<file path="src/rtl/wsa_pkg.sv">
// Shared types and constants of the slot pool allocator.
// No dependencies.
`default_nettype none

package wsa_pkg;

   localparam int DEF_POOL_SLOTS = 32;
   localparam logic [5:0] NULL_LINK = 6'd63;

   typedef enum logic [1:0] {
      FN_ALLOC = 2'd0,
      FN_FREE  = 2'd1,
      FN_READ  = 2'd2,
      FN_NOP   = 2'd3
   } func_type;

   typedef enum logic [2:0] {
      ST_OK      = 3'd0,
      ST_FULL    = 3'd1,
      ST_RANGE   = 3'd2,
      ST_NONE    = 3'd3,
      ST_NOT_OCC = 3'd4
   } status_type;

   // which fields a response carries
   typedef enum logic [1:0] {
      RK_ZERO,
      RK_SLOT,
      RK_ALLOC,
      RK_READ
   } rsp_kind_type;

   typedef struct packed {
      logic         load;
      logic         rd_free;
      logic         walk_start;
      logic         walk_step;
      logic         rd_value;
      logic         alloc;
      logic         unlink;
      logic         relink;
      logic         respond;
      status_type   status;
      rsp_kind_type kind;
   } cmd_type;

   typedef struct packed {
      func_type func;
      logic     range_bad;
      logic     free_empty;
      logic     used_empty;
      logic     hit;
      logic     walk_end;
   } stat_type;

endpackage

`default_nettype wire

</file>
<file path="src/rtl/wsa_ram.sv">
// Generic single-write, single-read RAM with registered read data.
// No dependencies.
`default_nettype none

module wsa_ram #(
   parameter int WIDTH = 32,
   parameter int DEPTH = 32
) (
   input  wire logic                     clock,
   input  wire logic                     wr_en,
   input  wire logic [$clog2(DEPTH)-1:0] wr_addr,
   input  wire logic [WIDTH-1:0]         wr_data,
   input  wire logic                     rd_en,
   input  wire logic [$clog2(DEPTH)-1:0] rd_addr,
   output logic      [WIDTH-1:0]         rd_data
);

   logic [WIDTH-1:0] mem_ff [DEPTH];

   always_ff @(posedge clock) begin
      if (wr_en) begin
         mem_ff[wr_addr] <= wr_data;
      end
      if (rd_en) begin
         rd_data <= mem_ff[rd_addr];
      end
   end

endmodule

`default_nettype wire

</file>
<file path="src/rtl/wsa_datapath.sv">
// Datapath: list heads, walk registers, link and value RAMs, busy bits, response registers.
// Depends on wsa_pkg and wsa_ram.
`default_nettype none

module wsa_datapath #(
   parameter int POOL_SLOTS = wsa_pkg::DEF_POOL_SLOTS
) (
   input  wire logic             clock,
   input  wire logic             reset,
   input  wire wsa_pkg::cmd_type cmd,
   output wsa_pkg::stat_type     stat,
   input  wire logic [1:0]       req_func,
   input  wire logic [5:0]       req_slot_index,
   input  wire logic [31:0]      req_watch_value,
   output logic      [2:0]       rsp_status,
   output logic      [5:0]       rsp_slot_out,
   output logic                  rsp_slot_in_use,
   output logic      [31:0]      rsp_value_out
);

   localparam int IDX_W = $clog2(POOL_SLOTS);
   localparam logic [5:0] POOL_N = 6'(POOL_SLOTS);
   localparam logic [5:0] LAST_STEP = 6'(POOL_SLOTS - 1);
   localparam logic [IDX_W-1:0] LAST_IDX = IDX_W'(POOL_SLOTS - 1);

   // link value of an entry never written since reset
   function automatic logic [5:0] link_reset(input logic [IDX_W-1:0] a);
      logic [5:0] r;
      r = (a == LAST_IDX) ? wsa_pkg::NULL_LINK : 6'(a) + 6'd1;
      return r;
   endfunction

   logic [1:0]             func_ff;
   logic [5:0]             slot_ff;
   logic [31:0]            value_ff;
   logic [5:0]             free_head_ff, free_head_in;
   logic [5:0]             used_head_ff, used_head_in;
   logic [5:0]             cur_ff, cur_in;
   logic [5:0]             prev_ff, prev_in;
   logic [5:0]             steps_ff, steps_in;
   logic [POOL_SLOTS-1:0]  busy_ff, busy_in;
   logic [POOL_SLOTS-1:0]  link_valid_ff, link_valid_in;
   logic                   rd_valid_ff;
   logic [IDX_W-1:0]       rd_addr_ff;

   logic                   link_we, link_re;
   logic [IDX_W-1:0]       link_waddr, link_raddr;
   logic [5:0]             link_wdata, link_q, nxt;
   logic [31:0]            value_q;
   logic                   busy_bit;

   wsa_ram #(.WIDTH(6), .DEPTH(POOL_SLOTS)) u_link_ram (
      .clock   (clock),
      .wr_en   (link_we),
      .wr_addr (link_waddr),
      .wr_data (link_wdata),
      .rd_en   (link_re),
      .rd_addr (link_raddr),
      .rd_data (link_q)
   );

   wsa_ram #(.WIDTH(32), .DEPTH(POOL_SLOTS)) u_value_ram (
      .clock   (clock),
      .wr_en   (cmd.alloc),
      .wr_addr (free_head_ff[IDX_W-1:0]),
      .wr_data (value_ff),
      .rd_en   (cmd.rd_value),
      .rd_addr (slot_ff[IDX_W-1:0]),
      .rd_data (value_q)
   );

   assign nxt = rd_valid_ff ? link_q : link_reset(rd_addr_ff);
   assign busy_bit = busy_ff[slot_ff[IDX_W-1:0]];

   always_comb begin
      link_re    = cmd.rd_free | cmd.walk_start | cmd.walk_step;
      link_raddr = nxt[IDX_W-1:0];
      if (cmd.rd_free) begin
         link_raddr = free_head_ff[IDX_W-1:0];
      end else if (cmd.walk_start) begin
         link_raddr = used_head_ff[IDX_W-1:0];
      end

      link_we    = cmd.alloc | cmd.relink | (cmd.unlink && prev_ff != wsa_pkg::NULL_LINK);
      link_waddr = prev_ff[IDX_W-1:0];
      link_wdata = nxt;
      if (cmd.alloc) begin
         link_waddr = free_head_ff[IDX_W-1:0];
         link_wdata = used_head_ff;
      end else if (cmd.relink) begin
         link_waddr = cur_ff[IDX_W-1:0];
         link_wdata = free_head_ff;
      end

      link_valid_in = link_valid_ff;
      if (link_we) begin
         link_valid_in[link_waddr] = 1'b1;
      end

      free_head_in = free_head_ff;
      used_head_in = used_head_ff;
      busy_in      = busy_ff;
      if (cmd.alloc) begin
         free_head_in = nxt;
         used_head_in = free_head_ff;
         busy_in[free_head_ff[IDX_W-1:0]] = 1'b1;
      end
      if (cmd.unlink && prev_ff == wsa_pkg::NULL_LINK) begin
         used_head_in = nxt;
      end
      if (cmd.relink) begin
         free_head_in = cur_ff;
         busy_in[cur_ff[IDX_W-1:0]] = 1'b0;
      end

      cur_in   = cur_ff;
      prev_in  = prev_ff;
      steps_in = steps_ff;
      if (cmd.walk_start) begin
         cur_in   = used_head_ff;
         prev_in  = wsa_pkg::NULL_LINK;
         steps_in = '0;
      end else if (cmd.walk_step) begin
         cur_in   = nxt;
         prev_in  = cur_ff;
         steps_in = steps_ff + 6'd1;
      end
   end

   always_comb begin
      stat.func       = wsa_pkg::func_type'(func_ff);
      stat.range_bad  = slot_ff >= POOL_N;
      stat.free_empty = free_head_ff >= POOL_N;
      stat.used_empty = used_head_ff >= POOL_N;
      stat.hit        = cur_ff == slot_ff;
      stat.walk_end   = (steps_ff == LAST_STEP) || (nxt >= POOL_N);
   end

   always_ff @(posedge clock) begin
      if (reset) begin
         free_head_ff  <= '0;
         used_head_ff  <= wsa_pkg::NULL_LINK;
         busy_ff       <= '0;
         link_valid_ff <= '0;
      end else begin
         free_head_ff  <= free_head_in;
         used_head_ff  <= used_head_in;
         busy_ff       <= busy_in;
         link_valid_ff <= link_valid_in;
      end
   end

   always_ff @(posedge clock) begin
      if (cmd.load) begin
         func_ff  <= req_func;
         slot_ff  <= req_slot_index;
         value_ff <= req_watch_value;
      end
      cur_ff   <= cur_in;
      prev_ff  <= prev_in;
      steps_ff <= steps_in;
      if (link_re) begin
         rd_valid_ff <= link_valid_ff[link_raddr];
         rd_addr_ff  <= link_raddr;
      end
      if (cmd.respond) begin
         rsp_status      <= cmd.status;
         rsp_slot_in_use <= 1'b0;
         rsp_value_out   <= '0;
         unique case (cmd.kind)
            wsa_pkg::RK_ZERO:  rsp_slot_out <= '0;
            wsa_pkg::RK_SLOT:  rsp_slot_out <= slot_ff;
            wsa_pkg::RK_ALLOC: rsp_slot_out <= free_head_ff;
            wsa_pkg::RK_READ: begin
               rsp_slot_out    <= slot_ff;
               rsp_slot_in_use <= busy_bit;
               rsp_value_out   <= busy_bit ? value_q : 32'd0;
            end
            default:           rsp_slot_out <= '0;
         endcase
      end
   end

endmodule

`default_nettype wire

</file>
<file path="src/rtl/wsa_controller.sv">
// Controller state machine: sequences allocate, free (list walk) and read.
// Depends on wsa_pkg.
`default_nettype none

module wsa_controller (
   input  wire logic              clock,
   input  wire logic              reset,
   input  wire logic              start,
   output logic                   busy,
   output logic                   rsp_strobe,
   output wsa_pkg::cmd_type       cmd,
   input  wire wsa_pkg::stat_type stat
);

   typedef enum logic [2:0] {
      S_IDLE,
      S_DISPATCH,
      S_ALLOC,
      S_READ,
      S_WALK,
      S_UNLINK,
      S_RELINK
   } state_type;

   state_type state_ff, state_in;

   assign busy = state_ff != S_IDLE;

   always_comb begin
      cmd      = '0;
      cmd.status = wsa_pkg::ST_OK;
      cmd.kind   = wsa_pkg::RK_ZERO;
      state_in = state_ff;
      unique case (state_ff)
         S_IDLE: begin
            cmd.load = start;
            if (start) begin
               state_in = S_DISPATCH;
            end
         end
         S_DISPATCH: begin
            state_in = S_IDLE;
            cmd.respond = 1'b1;
            unique case (stat.func)
               wsa_pkg::FN_ALLOC: begin
                  if (stat.free_empty) begin
                     cmd.status = wsa_pkg::ST_FULL;
                  end else begin
                     cmd.respond = 1'b0;
                     cmd.rd_free = 1'b1;
                     state_in    = S_ALLOC;
                  end
               end
               wsa_pkg::FN_FREE: begin
                  cmd.kind = wsa_pkg::RK_SLOT;
                  priority if (stat.range_bad) begin
                     cmd.status = wsa_pkg::ST_RANGE;
                  end else if (stat.used_empty) begin
                     cmd.status = wsa_pkg::ST_NONE;
                  end else begin
                     cmd.respond    = 1'b0;
                     cmd.walk_start = 1'b1;
                     state_in       = S_WALK;
                  end
               end
               wsa_pkg::FN_READ: begin
                  cmd.kind = wsa_pkg::RK_SLOT;
                  if (stat.range_bad) begin
                     cmd.status = wsa_pkg::ST_RANGE;
                  end else begin
                     cmd.respond  = 1'b0;
                     cmd.rd_value = 1'b1;
                     state_in     = S_READ;
                  end
               end
               default: ;
            endcase
         end
         S_ALLOC: begin
            cmd.alloc   = 1'b1;
            cmd.respond = 1'b1;
            cmd.kind    = wsa_pkg::RK_ALLOC;
            state_in    = S_IDLE;
         end
         S_READ: begin
            cmd.respond = 1'b1;
            cmd.kind    = wsa_pkg::RK_READ;
            state_in    = S_IDLE;
         end
         S_WALK: begin
            priority if (stat.hit) begin
               state_in = S_UNLINK;
            end else if (stat.walk_end) begin
               cmd.respond = 1'b1;
               cmd.kind    = wsa_pkg::RK_SLOT;
               cmd.status  = wsa_pkg::ST_NOT_OCC;
               state_in    = S_IDLE;
            end else begin
               cmd.walk_step = 1'b1;
            end
         end
         S_UNLINK: begin
            cmd.unlink = 1'b1;
            state_in   = S_RELINK;
         end
         S_RELINK: begin
            cmd.relink  = 1'b1;
            cmd.respond = 1'b1;
            cmd.kind    = wsa_pkg::RK_SLOT;
            state_in    = S_IDLE;
         end
         default: state_in = S_IDLE;
      endcase
   end

   always_ff @(posedge clock) begin
      if (reset) begin
         state_ff   <= S_IDLE;
         rsp_strobe <= 1'b0;
      end else begin
         state_ff   <= state_in;
         rsp_strobe <= cmd.respond;
      end
   end

endmodule

`default_nettype wire

</file>
<file path="src/rtl/watch_slot_pool_allocator_unit.sv">
// Top level of the slot pool allocator: controller plus datapath.
// Depends on wsa_pkg, wsa_controller, wsa_datapath.
`default_nettype none

// An item is taken when start is high and busy is low. Its one result
// appears on the rsp_ ports for a single cycle with rsp_strobe high and
// cannot be held off. Allocate and read raise the strobe after the states
// S_DISPATCH and then S_ALLOC or S_READ; an operation that fails its
// checks raises it from S_DISPATCH. Free walks the used list one link per
// cycle through the link RAM's read port, via S_DISPATCH and S_WALK and,
// if found, S_UNLINK and S_RELINK. One item is worked on at a time;
// a new one may be accepted in the cycle the strobe is shown.
// Reset needs no clearing pass: never-written link entries read as their
// reset value through per-entry valid bits.
module watch_slot_pool_allocator_unit #(
   parameter int POOL_SLOTS = wsa_pkg::DEF_POOL_SLOTS
) (
   input  wire logic        clock,
   input  wire logic        reset,
   input  wire logic        start,
   output logic             busy,
   input  wire logic [1:0]  req_func,
   input  wire logic [5:0]  req_slot_index,
   input  wire logic [31:0] req_watch_value,
   output logic             rsp_strobe,
   output logic      [2:0]  rsp_status,
   output logic      [5:0]  rsp_slot_out,
   output logic             rsp_slot_in_use,
   output logic      [31:0] rsp_value_out
);

   wsa_pkg::cmd_type  cmd;
   wsa_pkg::stat_type stat;

   wsa_controller u_ctrl (
      .clock      (clock),
      .reset      (reset),
      .start      (start),
      .busy       (busy),
      .rsp_strobe (rsp_strobe),
      .cmd        (cmd),
      .stat       (stat)
   );

   wsa_datapath #(.POOL_SLOTS(POOL_SLOTS)) u_dp (
      .clock           (clock),
      .reset           (reset),
      .cmd             (cmd),
      .stat            (stat),
      .req_func        (req_func),
      .req_slot_index  (req_slot_index),
      .req_watch_value (req_watch_value),
      .rsp_status      (rsp_status),
      .rsp_slot_out    (rsp_slot_out),
      .rsp_slot_in_use (rsp_slot_in_use),
      .rsp_value_out   (rsp_value_out)
   );

endmodule

`default_nettype wire

</file>
<file path="config.mk">
export PLATFORM = sky130hd
export DESIGN_NAME = watch_slot_pool_allocator_unit
export DESIGN_NICKNAME = d
export VERILOG_FILES = /design/src/rtl/wsa_pkg.sv /design/src/rtl/wsa_ram.sv /design/src/rtl/wsa_datapath.sv /design/src/rtl/wsa_controller.sv /design/src/rtl/watch_slot_pool_allocator_unit.sv
export SDC_FILE = /design/constraint.sdc
export NUM_CORES = 1
export LEC_CHECK = 0
export ABC_AREA = 0
export BUFFER_PORTS_ARGS = -buffer_cell sky130_fd_sc_hd__buf_4
export CAP_MARGIN = 25
export CELL_PAD_IN_SITES_DETAIL_PLACEMENT = 0
export CELL_PAD_IN_SITES_GLOBAL_PLACEMENT = 1
export CORE_MARGIN = 8
export CORE_UTILIZATION = 55
export DETAILED_ROUTE_END_ITERATION = 8
export GPL_ROUTABILITY_DRIVEN = 1
export PLACE_DENSITY_LB_ADDON = 0.1
export SYNTH_ARGS = -nofsm -noshare
export SYNTH_HDL_FRONTEND = slang
export SYNTH_SLANG_ARGS = --single-unit
</file>
<file path="constraint.sdc">
create_clock -name clock -period 8.9 [get_ports clock]
set_input_delay 1.78 -clock clock [delete_from_list [all_inputs] [get_ports clock]]
set_output_delay 1.78 -clock clock [all_outputs]
set_load 0.05 [all_outputs]
</file>
* Yosys cells after proc, flatten, opt, wreduce, memory -nomap -nowiden *
Memory sizes are Yosys's and may differ from the RTL's. A register that Yosys moved wholly into a read port is not among the register bits.
Cells that the tools add are included.

cells by class
  magnitude comparators = 12
  multiplexer cells = 71
  bitwise operators = 8
  add/sub/neg operators = 2
  reduce and logical (&&, ||, !) cells = 18
  equal/unequal tests = 18

operator list
  cell                                                  number
  2-to-1 mux 6 bit                                      12
  2-to-1 mux 32 bit                                     2
  OR 32 bit                                             2
  bitwise AND 32 bit                                    1
  NOT 32 bit                                            1
  < comparator 5 x 6 -> 1 bit (second input constant)   5
  2-to-1 mux 1 bit                                      30
  >= comparator 6 bit (second input constant)           4
  2-to-1 mux 5 bit                                      4
  2-to-1 mux 3 bit                                      6
  one-hot mux 6 bit (3 select lines)                    1
  demux 1 bit (select 5 bit)                            3
  >= comparator 5 x 1 -> 1 bit (second input constant)  3
  one-hot mux 3 bit (4 select lines)                    1
  one-hot mux 4 bit (3 select lines)                    1
  binary-select mux 1 bit (select 5 bit)                2
  2-to-1 mux 2 bit                                      5
  one-hot mux 2 bit (5 select lines)                    1
  equality test 3 bit (second input constant)           3
  one-hot mux 3 bit (3 select lines)                    1
  adder 5 x 1 -> 6 bit (second input constant)          1
  adder 6 x 1 -> 6 bit (second input constant)          1
  equality test 2 bit (second input constant)           3
  equality test 3 x 2 -> 1 bit (second input constant)  2
  other kinds (21)                                      34

storage, ports and cells
  logic and storage cells = 149
  flip-flop bits (word level) = 186
  output and inout bits = 44
  memory bits (writable) = 1216
  memories kept = 2

memory list
  name                     words  width  read ports  clocked after Yosys merged registers in  wr ports  line           source
  u_dp.u_value_ram.mem_ff  32     32     1           1                                        1         wsa_ram.sv:18  logic [WIDTH-1:0] mem_ff [DEPTH];
  u_dp.u_link_ram.mem_ff   32     6      1           1                                        1         wsa_ram.sv:18

* Depth between registers and ports, before layout *
Gate-level depths: netlist (run 1).

  word-level depth = 11
  gate-level depth with buffers = 14
  gate-level depth less buffers = 11

* Modules after synthesis *
A second synthesis (run 1) with hierarchy kept.

second synthesis, totals
  cells, all modules = 3345
  area total of the unflattened synthesis = 56641.8 µm²

by module, submodules not included
  module                      area an instance (µm²)  instances  seq. area each (µm²)  cells an instance
  wsa_ram (u_dp.u_value_ram)  40805.4                 1          31710.4               2260
  wsa_datapath                7756.2                  1          4584.4                702
  wsa_ram (u_dp.u_link_ram)   7649.8                  1          5945.7                323
  wsa_controller              430.4                   1          80.1                  60

* Worst setup path before layout (run 1) *
Ideal clock, no wire load.

  kind = reg-to-reg
  start = register u_ctrl.state_ff[1]
  end = memory u_dp.u_value_ram.mem_ff[13][0] (enable)
  period minus slack after synthesis = 3503 ps
  stages on the path, launching flop included = 8
  path buffers = 3
  data required time = 8477 ps
  data arrival time = 3080 ps
  slack = 5397 ps
  path through = dfxtp_1 -> clkbuf_1 -> nand2b_1 -> clkbuf_1 -> clkbuf_1 -> nor2_1 -> nand3b_1 -> nor2_1

between the ends
  cells in the longest elaborated chain, start to end = 4

RTL lines
  element                                 line                   source
  start, declared                         wsa_controller.sv:25   state_type state_ff, state_in;
  start signal, assigned                  wsa_controller.sv:121  state_ff <= state_in;
  equality test 3 x 2 -> 1 bit            wsa_controller.sv:34   unique case (state_ff)
  2-to-1 mux 1 bit                        wsa_controller.sv:34
  2-to-1 mux 1 bit                        wsa_ram.sv:21          if (wr_en) begin
  2-to-1 mux 1 bit (implied by the code)  wsa_ram.sv:22          mem_ff[wr_addr] <= wr_data;
  end, declared                           wsa_ram.sv:18

No other way between the ends.

* Worst setup path after layout (run 1) *
  start = register u_dp.func_ff[1]
  end = register u_dp.rd_valid_ff (data pin)

between the ends
  cells in the longest elaborated chain, start to end = 7
  elaborated cells between the ends (all ways) = 9

RTL lines
  element                                   line                  source
  start, declared                           wsa_datapath.sv:33    logic [1:0] func_ff;
  start signal, assigned                    wsa_datapath.sv:155   func_ff <= req_func;
  equality test 2 x 1 -> 1 bit              wsa_controller.sv:44  unique case (stat.func)
  2-to-1 mux 1 bit                          wsa_controller.sv:44
  2-to-1 mux 2 bit *                        wsa_controller.sv:34
  2-to-1 mux 5 bit                          wsa_datapath.sv:80    end else if (cmd.walk_start) begin
  2-to-1 mux 5 bit *                        wsa_datapath.sv:78    if (cmd.rd_free) begin
  binary-select mux 1 bit (select 5 bit) *  wsa_datapath.sv:163   rd_valid_ff <= link_valid_ff[link_raddr];
  2-to-1 mux 1 bit (implied by the code) *  wsa_datapath.sv:163
  end signal, assigned                      wsa_datapath.sv:163
  end, declared                             wsa_datapath.sv:43    logic rd_valid_ff;

Every way passes the cells marked *; elsewhere a longest branch is shown, timed or not. The select of a mux whose other input is x is not followed.
A chain may end at the register's enable or synchronous reset.

==> results of run 1 <==
==> metal layers <==
metal / GRT usage / part of all wire / vias up
li1: - / - / 11500
met1: 0.347 / 0.41 / 14700
met2: 0.405 / 0.49 / 1246
met3: 0.0402 / 0.072 / 228
met4: 0.0727 / 0.026 / 0
met5: 0 / 0 / -
==> cell type report <==
class,instances,area (sq um),area share
Multi-Input combinational cell,1142,12900,0.205
Clock inverter,84,830,0.0132
Inverter,13,51.3,0.000816
Antenna cell,1,2.50,0.0000398
Clock buffer,186,3990,0.0635
Timing Repair Buffer,151,1210,0.0193
Tap cell,1298,1620,0.0258
Sequential cell,1440,42300,0.673
==> synthesized netlist by cell type (5+ instances only) <==
library cell	instances	area share
a22oi_1	7	0.00095
mux2_2	35	0.0071
buf_2	16	0.0014
mux2i_1	101	0.018
clkbuf_1	77	0.0052
nand3_1	26	0.0023
nor4bb_1	6	0.0011
buf_1	33	0.0022
a21oi_1	36	0.0032
inv_1	11	0.00074
nor3_1	10	0.00090
ha_1	6	0.0014
xor2_1	7	0.0011
dfxtp_1	92	0.033
nand3b_1	8	0.0011
o21ai_0	39	0.0035
or2_2	5	0.00056
nand2b_1	8	0.00090
mux4_2	330	0.13
buf_6	7	0.0014
a21o_1	7	0.00095
nand2_1	87	0.0059
o22ai_1	36	0.0041
buf_4	5	0.00068
a211oi_1	51	0.0069
a221oi_1	5	0.00079
a22o_1	7	0.0011
nor4_1	10	0.0011
and2_1	34	0.0038
nor2_1	201	0.014
or3_1	14	0.0016
o32ai_1	7	0.0011
edfxtp_1	1348	0.73
nor2b_1	11	0.0012
==> through the flow <==
step                      instance area [sq um]   util  instances  hold WS, ns  setup slack (ns)
after CTS                                 62800  0.628       4312        0.479              4.23
after floorplan                           55600      -       2733        0.426              5.40
after global placement                    58000  0.579       4041        0.452              4.32
final                                     62900  0.628       4315        0.473              4.19
after detailed placement                  58000  0.579       4042        0.466              4.23
after global routing                      62900  0.628       4314        0.498              3.90
==> power groups by stage <==
| stage | sequential (W) | clock [W] | combinational, W |
|---|---|---|---|
| 2_1_floorplan | 0.00772 | 0 | 0.000492 |
| 3_3_place_gp | 0.00772 | 0 | 0.000725 |
| 3_5_place_dp | 0.00773 | 0 | 0.000728 |
| 4_1_cts | 0.00759 | 0.00622 | 0.000730 |
| 5_1_grt | 0.00760 | 0.00648 | 0.000768 |
| 6_report | 0.00759 | 0.00613 | 0.000725 |
==> cell families after synthesis <==
kind of cell,share of synthesized area
XOR/XNOR,0.00173
AO/OA/AOI/OAI,0.0262
buffers and inverters,0.0119
adder cells (fa/ha/maj),0.00135
AND/OR/NAND/NOR,0.0373
flip-flops,0.762
multiplexers,0.160
==> worst min path at each step <==
stage,startpoint,endpoint,slack (ns),cells after the start
floorplan,u_dp.used_head_ff[4]$_SDFFE_PP1P_,u_dp.used_head_ff[4]$_SDFFE_PP1P_,0.43,2
global placement,u_dp.link_valid_ff[17]$_SDFFE_PP0P_,u_dp.link_valid_ff[17]$_SDFFE_PP0P_,0.45,2
detailed placement,u_dp.link_valid_ff[14]$_SDFFE_PP0P_,u_dp.link_valid_ff[14]$_SDFFE_PP0P_,0.47,2
CTS,u_dp.link_valid_ff[14]$_SDFFE_PP0P_,u_dp.link_valid_ff[14]$_SDFFE_PP0P_,0.48,2
global route,u_dp.used_head_ff[0]$_SDFFE_PP1P_,u_dp.used_head_ff[0]$_SDFFE_PP1P_,0.50,2
finish,u_dp.link_valid_ff[4]$_SDFFE_PP0P_,u_dp.link_valid_ff[4]$_SDFFE_PP0P_,0.47,2
==> worst reg2reg max path, delay by kind of cell (launching register included) <==
kind | cells | cell delay (ns)
simple gates | 4 | 1.67
buf+inv | 3 | 0.90
compound gates | 3 | 0.74
mux | 1 | 0.51
flops | 1 | 0.42
fa+ha+maj | 1 | 0.20
==> sequential cells by signal, indices dropped and copies added, names as in the netlist, 5 cells and up <==
name / count
u_dp.busy_ff: 32
u_dp.cur_ff: 6
u_dp.free_head_ff: 6
u_dp.link_valid_ff: 32
u_dp.prev_ff: 6
u_dp.rd_addr_ff: 5
u_dp.rsp_slot_out: 6
u_dp.rsp_value_out: 32
u_dp.slot_ff: 6
u_dp.steps_ff: 6
u_dp.u_link_ram.mem_ff: 192
u_dp.u_link_ram.rd_data: 6
u_dp.u_value_ram.mem_ff: 1024
u_dp.u_value_ram.rd_data: 32
u_dp.used_head_ff: 6
u_dp.value_ff: 32
==> key figures, run 1 <==
Status
  • Status: completed

Synthesis
  • Post-Syn Area per Cell: 20.3 sq um
  • Syn nets: 2782
  • Main flop type after synthesis: edfxtp_1
  • Share of flip-flops with an asynchronous set or reset: 0
  • Cell Area, Synth: 55600 sq um
  • Seq/Total Area, Yosys: 0.762
  • Register bit total from synthesis: 1440
  • Synth Warn #: 0
  • Library cells used by synthesis: 65
  • Post-synth EDFFs: 1348
  • Cell count after synthesis: 2733

Routing
  • Final WL: 139000 microns
  • Vias post-DR: 27.7k
  • DR pass1 iterations: 6
  • Vias/cell: 6.41
  • Drt drc: 0
  • Final ANT Viol Nets: 0
  • DRT iter0 DRCs: 3417
  • Drt wl/cell: 32.2 microns

Timing
  • RSZ-0062 raised after global routing: no
  • Worst Max-Slew Pin Slew: 1.08 ns
  • Hold Fails Final Rpt: 0
  • Fin. max-slew vios: 0
  • Final period util: 0.529
  • Sum Neg Setup Slack: 0 ns
  • Fmax achieved: 212 MHz
  • Relative slew margins: 0.283
  • Worst Skew: 0.0238 ns
  • Setup violations, final: 0
  • Tmin final: 4.71 ns

Power and ir drop
  • Worst VDD drop: 0.000172 V
  • Pwr/cell area: 230 nW/um^2
  • Sequential share of power: 0.525
  • Total power: 0.0144 W
  • LEAKAGE: 20.1 nW
  • Int Pwr: 0.0114 W
  • Share of total power in the clock network: 0.425
  • Combinational power share: 0.050
  • Switching Fraction: 0.211
  • P_sw: 0.00305 W

CTS
  • Clock slew at reported path FFs: 0.06 ns
  • # resized after CTS: 0
  • H-tree depth: 4
  • Root buffer cell: clkbuf_16
  • Worst-Skew Late Latency: 0.75 ns
  • Clock Tree Buf Depth: 3
  • Post-CTS Hold Buffers: 0
  • Clock Sinks: 1440
  • Setup bufs post-CTS: 0
  • CTS tree: done
  • TritonCTS buffer count: 147

Global routing
  • Initial antenna violation count: 2
  • First-pass GRT wire length: 199000 microns
  • Total global routing overflow: 0
  • Largest net degree at the start of global routing: 137
  • Total global-route track usage: 0.247
  • Vias in the first global route: 28.2k

Layout
  • Nets: 2944
  • Most common cell after layout, fill and taps aside: edfxtp_1
  • Area delta synth->final: 13.2%
  • Ratio of cells with drive above 1 in the final layout: 0.260
  • Commonest non-fill, non-tap cells in the layout: edfxtp_1 (1348), mux4_2 (330), nor2_1 (168)
  • Fillers: 6864

Setup path
  • Cell family with most CP delay: simple AND/OR/NAND/NOR gates
  • Crit path launch: u_dp.func_ff[1]$_DFFE_PP_
  • Crit path to: u_dp.rd_valid_ff$_DFFE_PP_
  • Worst R2R End: u_dp.rd_valid_ff$_DFFE_PP_
  • Startpoint Class: flip-flop
  • Slowest-stage cell, CP: nor2_1
  • Required time worst endpoint: 9.37 ns
  • CP bufs+invs: 3
  • CP Capture Type: flip-flop
  • WS Path Type: reg -> reg
  • CP Depth: 12
  • FF-to-FF setup slack: 4.19 ns
  • Critical Path AT: 5.18 ns
  • Worst Path Max Fanout: 56
  • CP peak stage delay: 0.75 ns
  • Worst path cell trace: inv_1 > ha_1 > or3b_1 > nor2_1 > o211ai_2 > nand2_8 > inv_4 > buf_4 > mux2_4 > a22o_1 > nor4_1 > a22oi_1
  • R2R cell count: 12
  • R2R Path Start: u_dp.func_ff[1]$_DFFE_PP_

Min path
  • HP Class: reg -> reg

Floorplanning
  • Num ports: 87
  • DIE AREA: 111000 sq um
  • Die W: 334 microns
  • Core Box Area: 100000 sq um
  • Initial core utilization: 0.555
  • FP Rows: 116
  • Die H: 334 microns

Place
  • Post-DP HPWL: 72800 microns
  • PortBufs: 86
  • Routability congestion estimate: 0.861

Run
  • Max Cap Viol: 0
No activity file was read; power rests on OpenSTA's default activity.
==> inputs of run 2 (changes only) <==
Settings changed: ABC_AREA 0 to 1, CORE_UTILIZATION 55 to 52.
Clock period 8.9 ns to 4.7 ns, I/O delays scaled along.
==> key figures, run 2 <==
CTS
  • Post-CTS Hold Buffers: 0
  • Setup bufs post-CTS: 0
  • Clock slew at reported path FFs: 0.06 ns
  • Root buffer cell: clkbuf_16
  • CTS tree: done
  • # resized after CTS: 0
  • Clock Sinks: 1440
  • TritonCTS buffer count: 149
  • Worst-Skew Late Latency: 0.75 ns
  • Clock Tree Buf Depth: 3
  • H-tree depth: 4

Floorplanning
  • Num ports: 87
  • FP Rows: 122
  • Die H: 348 microns
  • Initial core utilization: 0.521
  • DIE AREA: 121000 sq um
  • Die W: 348 microns
  • Core Box Area: 110000 sq um

Timing
  • Worst Max-Slew Pin Slew: 1.09 ns
  • Sum Neg Setup Slack: 0 ns
  • Relative slew margins: 0.275
  • RSZ-0062 raised after global routing: no
  • Fin Hold WS: 0.366 ns
  • Final WS setup: 1.05 ns
  • Final period util: 0.778
  • Setup violations, final: 0
  • Tmin final: 3.65 ns
  • Fmax achieved: 274 MHz
  • Fin. max-slew vios: 0
  • Hold Fails Final Rpt: 0
  • Worst Skew: 0.0231 ns

Min path
  • HP Class: in -> reg
  • Worst Hold End: u_dp.value_ff[1]$_DFFE_PP_
  • Hold path cells: 1
  • Start point of the worst hold path: req_watch_value[1]

Routing
  • Drt drc: 0
  • Vias post-DR: 36.7k
  • Final ANT Viol Nets: 0
  • Final WL: 158000 microns
  • Drt wl/cell: 25.4 microns
  • Vias/cell: 5.91
  • DRT iter0 DRCs: 3870
  • DR pass1 iterations: 5

Setup path
  • CP bufs+invs: 2
  • Worst Path Max Fanout: 84
  • Worst R2R End: u_dp.rsp_value_out[26]$_SDFFCE_PN0P_
  • R2R Path Start: u_dp.slot_ff[0]$_DFFE_PP_
  • FF-to-FF setup slack: 1.05 ns
  • Worst path cell trace: buf_4 > o21ai_0 > o221ai_1 > nand3_1 > nand3_1 > nand3_2 > buf_4 > nor2_1
  • Startpoint Class: flip-flop
  • CP Capture Type: flip-flop
  • Critical Path AT: 4.22 ns
  • R2R cell count: 8
  • CP peak stage delay: 0.77 ns
  • WS Path Type: reg -> reg
  • Cell family with most CP delay: buffers and inverters
  • Slowest-stage cell, CP: buf_4
  • Required time worst endpoint: 5.26 ns

Layout
  • Max reg flops: 1024
  • Commonest non-fill, non-tap cells in the layout: edfxtp_1 (1348), nor2_1 (736), o21ai_0 (585)
  • Area delta synth->final: 13.5%
  • Antenna diodes: 0
  • Most common cell after layout, fill and taps aside: edfxtp_1
  • Ratio of cells with drive above 1 in the final layout: 0.109
  • Biggest regs: u_dp.u_value_ram.mem_ff (1024), u_dp.u_link_ram.mem_ff (192)
  • Final core occ: 0.591
  • Nets: 4645
  • Most flops, register: u_dp.u_value_ram.mem_ff

Synthesis
  • Main flop type after synthesis: edfxtp_1
  • Cell Area, Synth: 57300 sq um
  • Area leader, netlist: edfxtp_1
  • Synth Warn #: 0
  • Share of flip-flops with an asynchronous set or reset: 0
  • Most frequent cell after synthesis: edfxtp_1
  • Register bit total from synthesis: 1440
  • Post-synth EDFFs: 1348
  • Post-Syn Area per Cell: 12.6 sq um
  • Commonest cells in the synthesized netlist: edfxtp_1 (1348), nor2_1 (771), o21ai_0 (586)
  • Cell count after synthesis: 4546
  • Syn nets: 4595
  • Post-synth top area share: 0.706
  • Seq/Total Area, Yosys: 0.738
  • Top post-synthesis cells by area: edfxtp_1 (71%), o21ai_0 (5.1%), nor2_1 (5.0%)
  • Library cells used by synthesis: 42

Global routing
  • Total global routing overflow: 0
  • First-pass GRT wire length: 232000 microns
  • Vias in the first global route: 35.5k
  • Largest net degree at the start of global routing: 199
  • Total global-route track usage: 0.255
  • Initial antenna violation count: 0

Run
  • Max Cap Viol: 0

Place
  • Post-DP HPWL: 87500 microns
  • PortBufs: 86
  • Pre-CTS WS: 1.11 ns
  • Routability congestion estimate: 0.861

Power and ir drop
  • Switching Fraction: 0.232
  • Worst VDD drop: 0.000328 V
  • Combinational power share: 0.072
  • P_sw: 0.00636 W
  • Sequential share of power: 0.520
  • LEAKAGE: 22.1 nW
  • Int Pwr: 0.0211 W
  • Share of total power in the clock network: 0.409
  • Total power: 0.0275 W
  • Pwr/cell area: 422 nW/um^2

Status
  • Status: completed
==> run 2: changes by cell type after synthesis, moves of 101 or more <==
cell,previous run,this run
o21ai_0,39,586
clkbuf_1,77,235
o221ai_1,1,209
nand3_1,26,338
nor2_1,201,771
mux4_2,330,0
mux2i_1,101,0
nand2_1,87,287
inv_1,11,322
==> run 2: logic make-up (layout without fill, tap and decap cells) <==
group / Yosys count / in the layout / synth area share
flip-flops: 1440 / 1440 / 0.738
adder cells (fa/ha/maj): 6 / 6 / 0.00131
AO/OA/AOI/OAI: 1002 / 1002 / 0.109
AND/OR/NAND/NOR: 1469 / 1469 / 0.108
buffers and inverters: 626 / 793 / 0.0426
XOR/XNOR: 3 / 3 / 0.000458
==> run 2: final cells by class <==
type                    count  area [sq um]
fillers                  8814         45000
multi-input cells        2480         12900
well taps                1488          1860
clock buffers             187          3990
inverters                 335          1280
repair buffers            190          2090
flip-flops and latches   1440         42300
clock inverters            81           618
==> run 2: worst max path at each step <==
| stage | startpoint | end | slack [ns] | depth (start not counted) |
|---|---|---|---|---|
| after floorplan | u_ctrl.state_ff[1]$_SDFFE_PP0P_ | u_dp.busy_ff[13]$_SDFF_PP0_ | 1.54 | 11 |
| after global placement | u_dp.slot_ff[0]$_DFFE_PP_ | u_dp.rsp_value_out[26]$_SDFFCE_PN0P_ | 1.17 | 8 |
| after detailed placement | u_dp.slot_ff[0]$_DFFE_PP_ | u_dp.rsp_value_out[26]$_SDFFCE_PN0P_ | 1.11 | 8 |
| after CTS | u_dp.slot_ff[0]$_DFFE_PP_ | u_dp.rsp_value_out[26]$_SDFFCE_PN0P_ | 1.07 | 8 |
| after global routing | u_dp.slot_ff[0]$_DFFE_PP_ | u_dp.rsp_value_out[26]$_SDFFCE_PN0P_ | 0.75 | 8 |
| final | u_dp.slot_ff[0]$_DFFE_PP_ | u_dp.rsp_value_out[26]$_SDFFCE_PN0P_ | 1.05 | 8 |
==> run 2: stage by stage <==
stage / cell area [sq um] / cells
after CTS: 64800 / 6191
after floorplan: 57300 / 4546
after global placement: 60000 / 5914
after detailed placement: 60200 / 5923
final: 65000 / 6201
after global routing: 65000 / 6201
==> run 2: per-layer routing <==
metal | up-vias | GRT usage | part of all wire
met1 | 18300 | 0.348 | 0.42
met4 | 0 | 0.0775 | 0.028
li1 | 16700 | - | -
met3 | 235 | 0.0445 | 0.070
met2 | 1346 | 0.423 | 0.48
met5 | - | 0 | 0
==> run 2: power groups by stage <==
stage,Clock (W),Combinational (W),Sequential (W)
after global placement,0,0.00182,0.0146
after global routing,0.0119,0.00214,0.0143
after CTS,0.0114,0.00189,0.0143
final,0.0112,0.00196,0.0143
after floorplan,0,0.00106,0.0146
after detailed placement,0,0.00189,0.0146
==> run 2: worst reg2reg max path: stages, from the launching register on <==
cell and delay, ns:
edfxtp_1 0.73, buf_4 0.78, o21ai_0 0.22, o221ai_1 0.25
nand3_1 0.11, nand3_1 0.14, nand3_2 0.56, buf_4 0.47
nor2_1 0.23
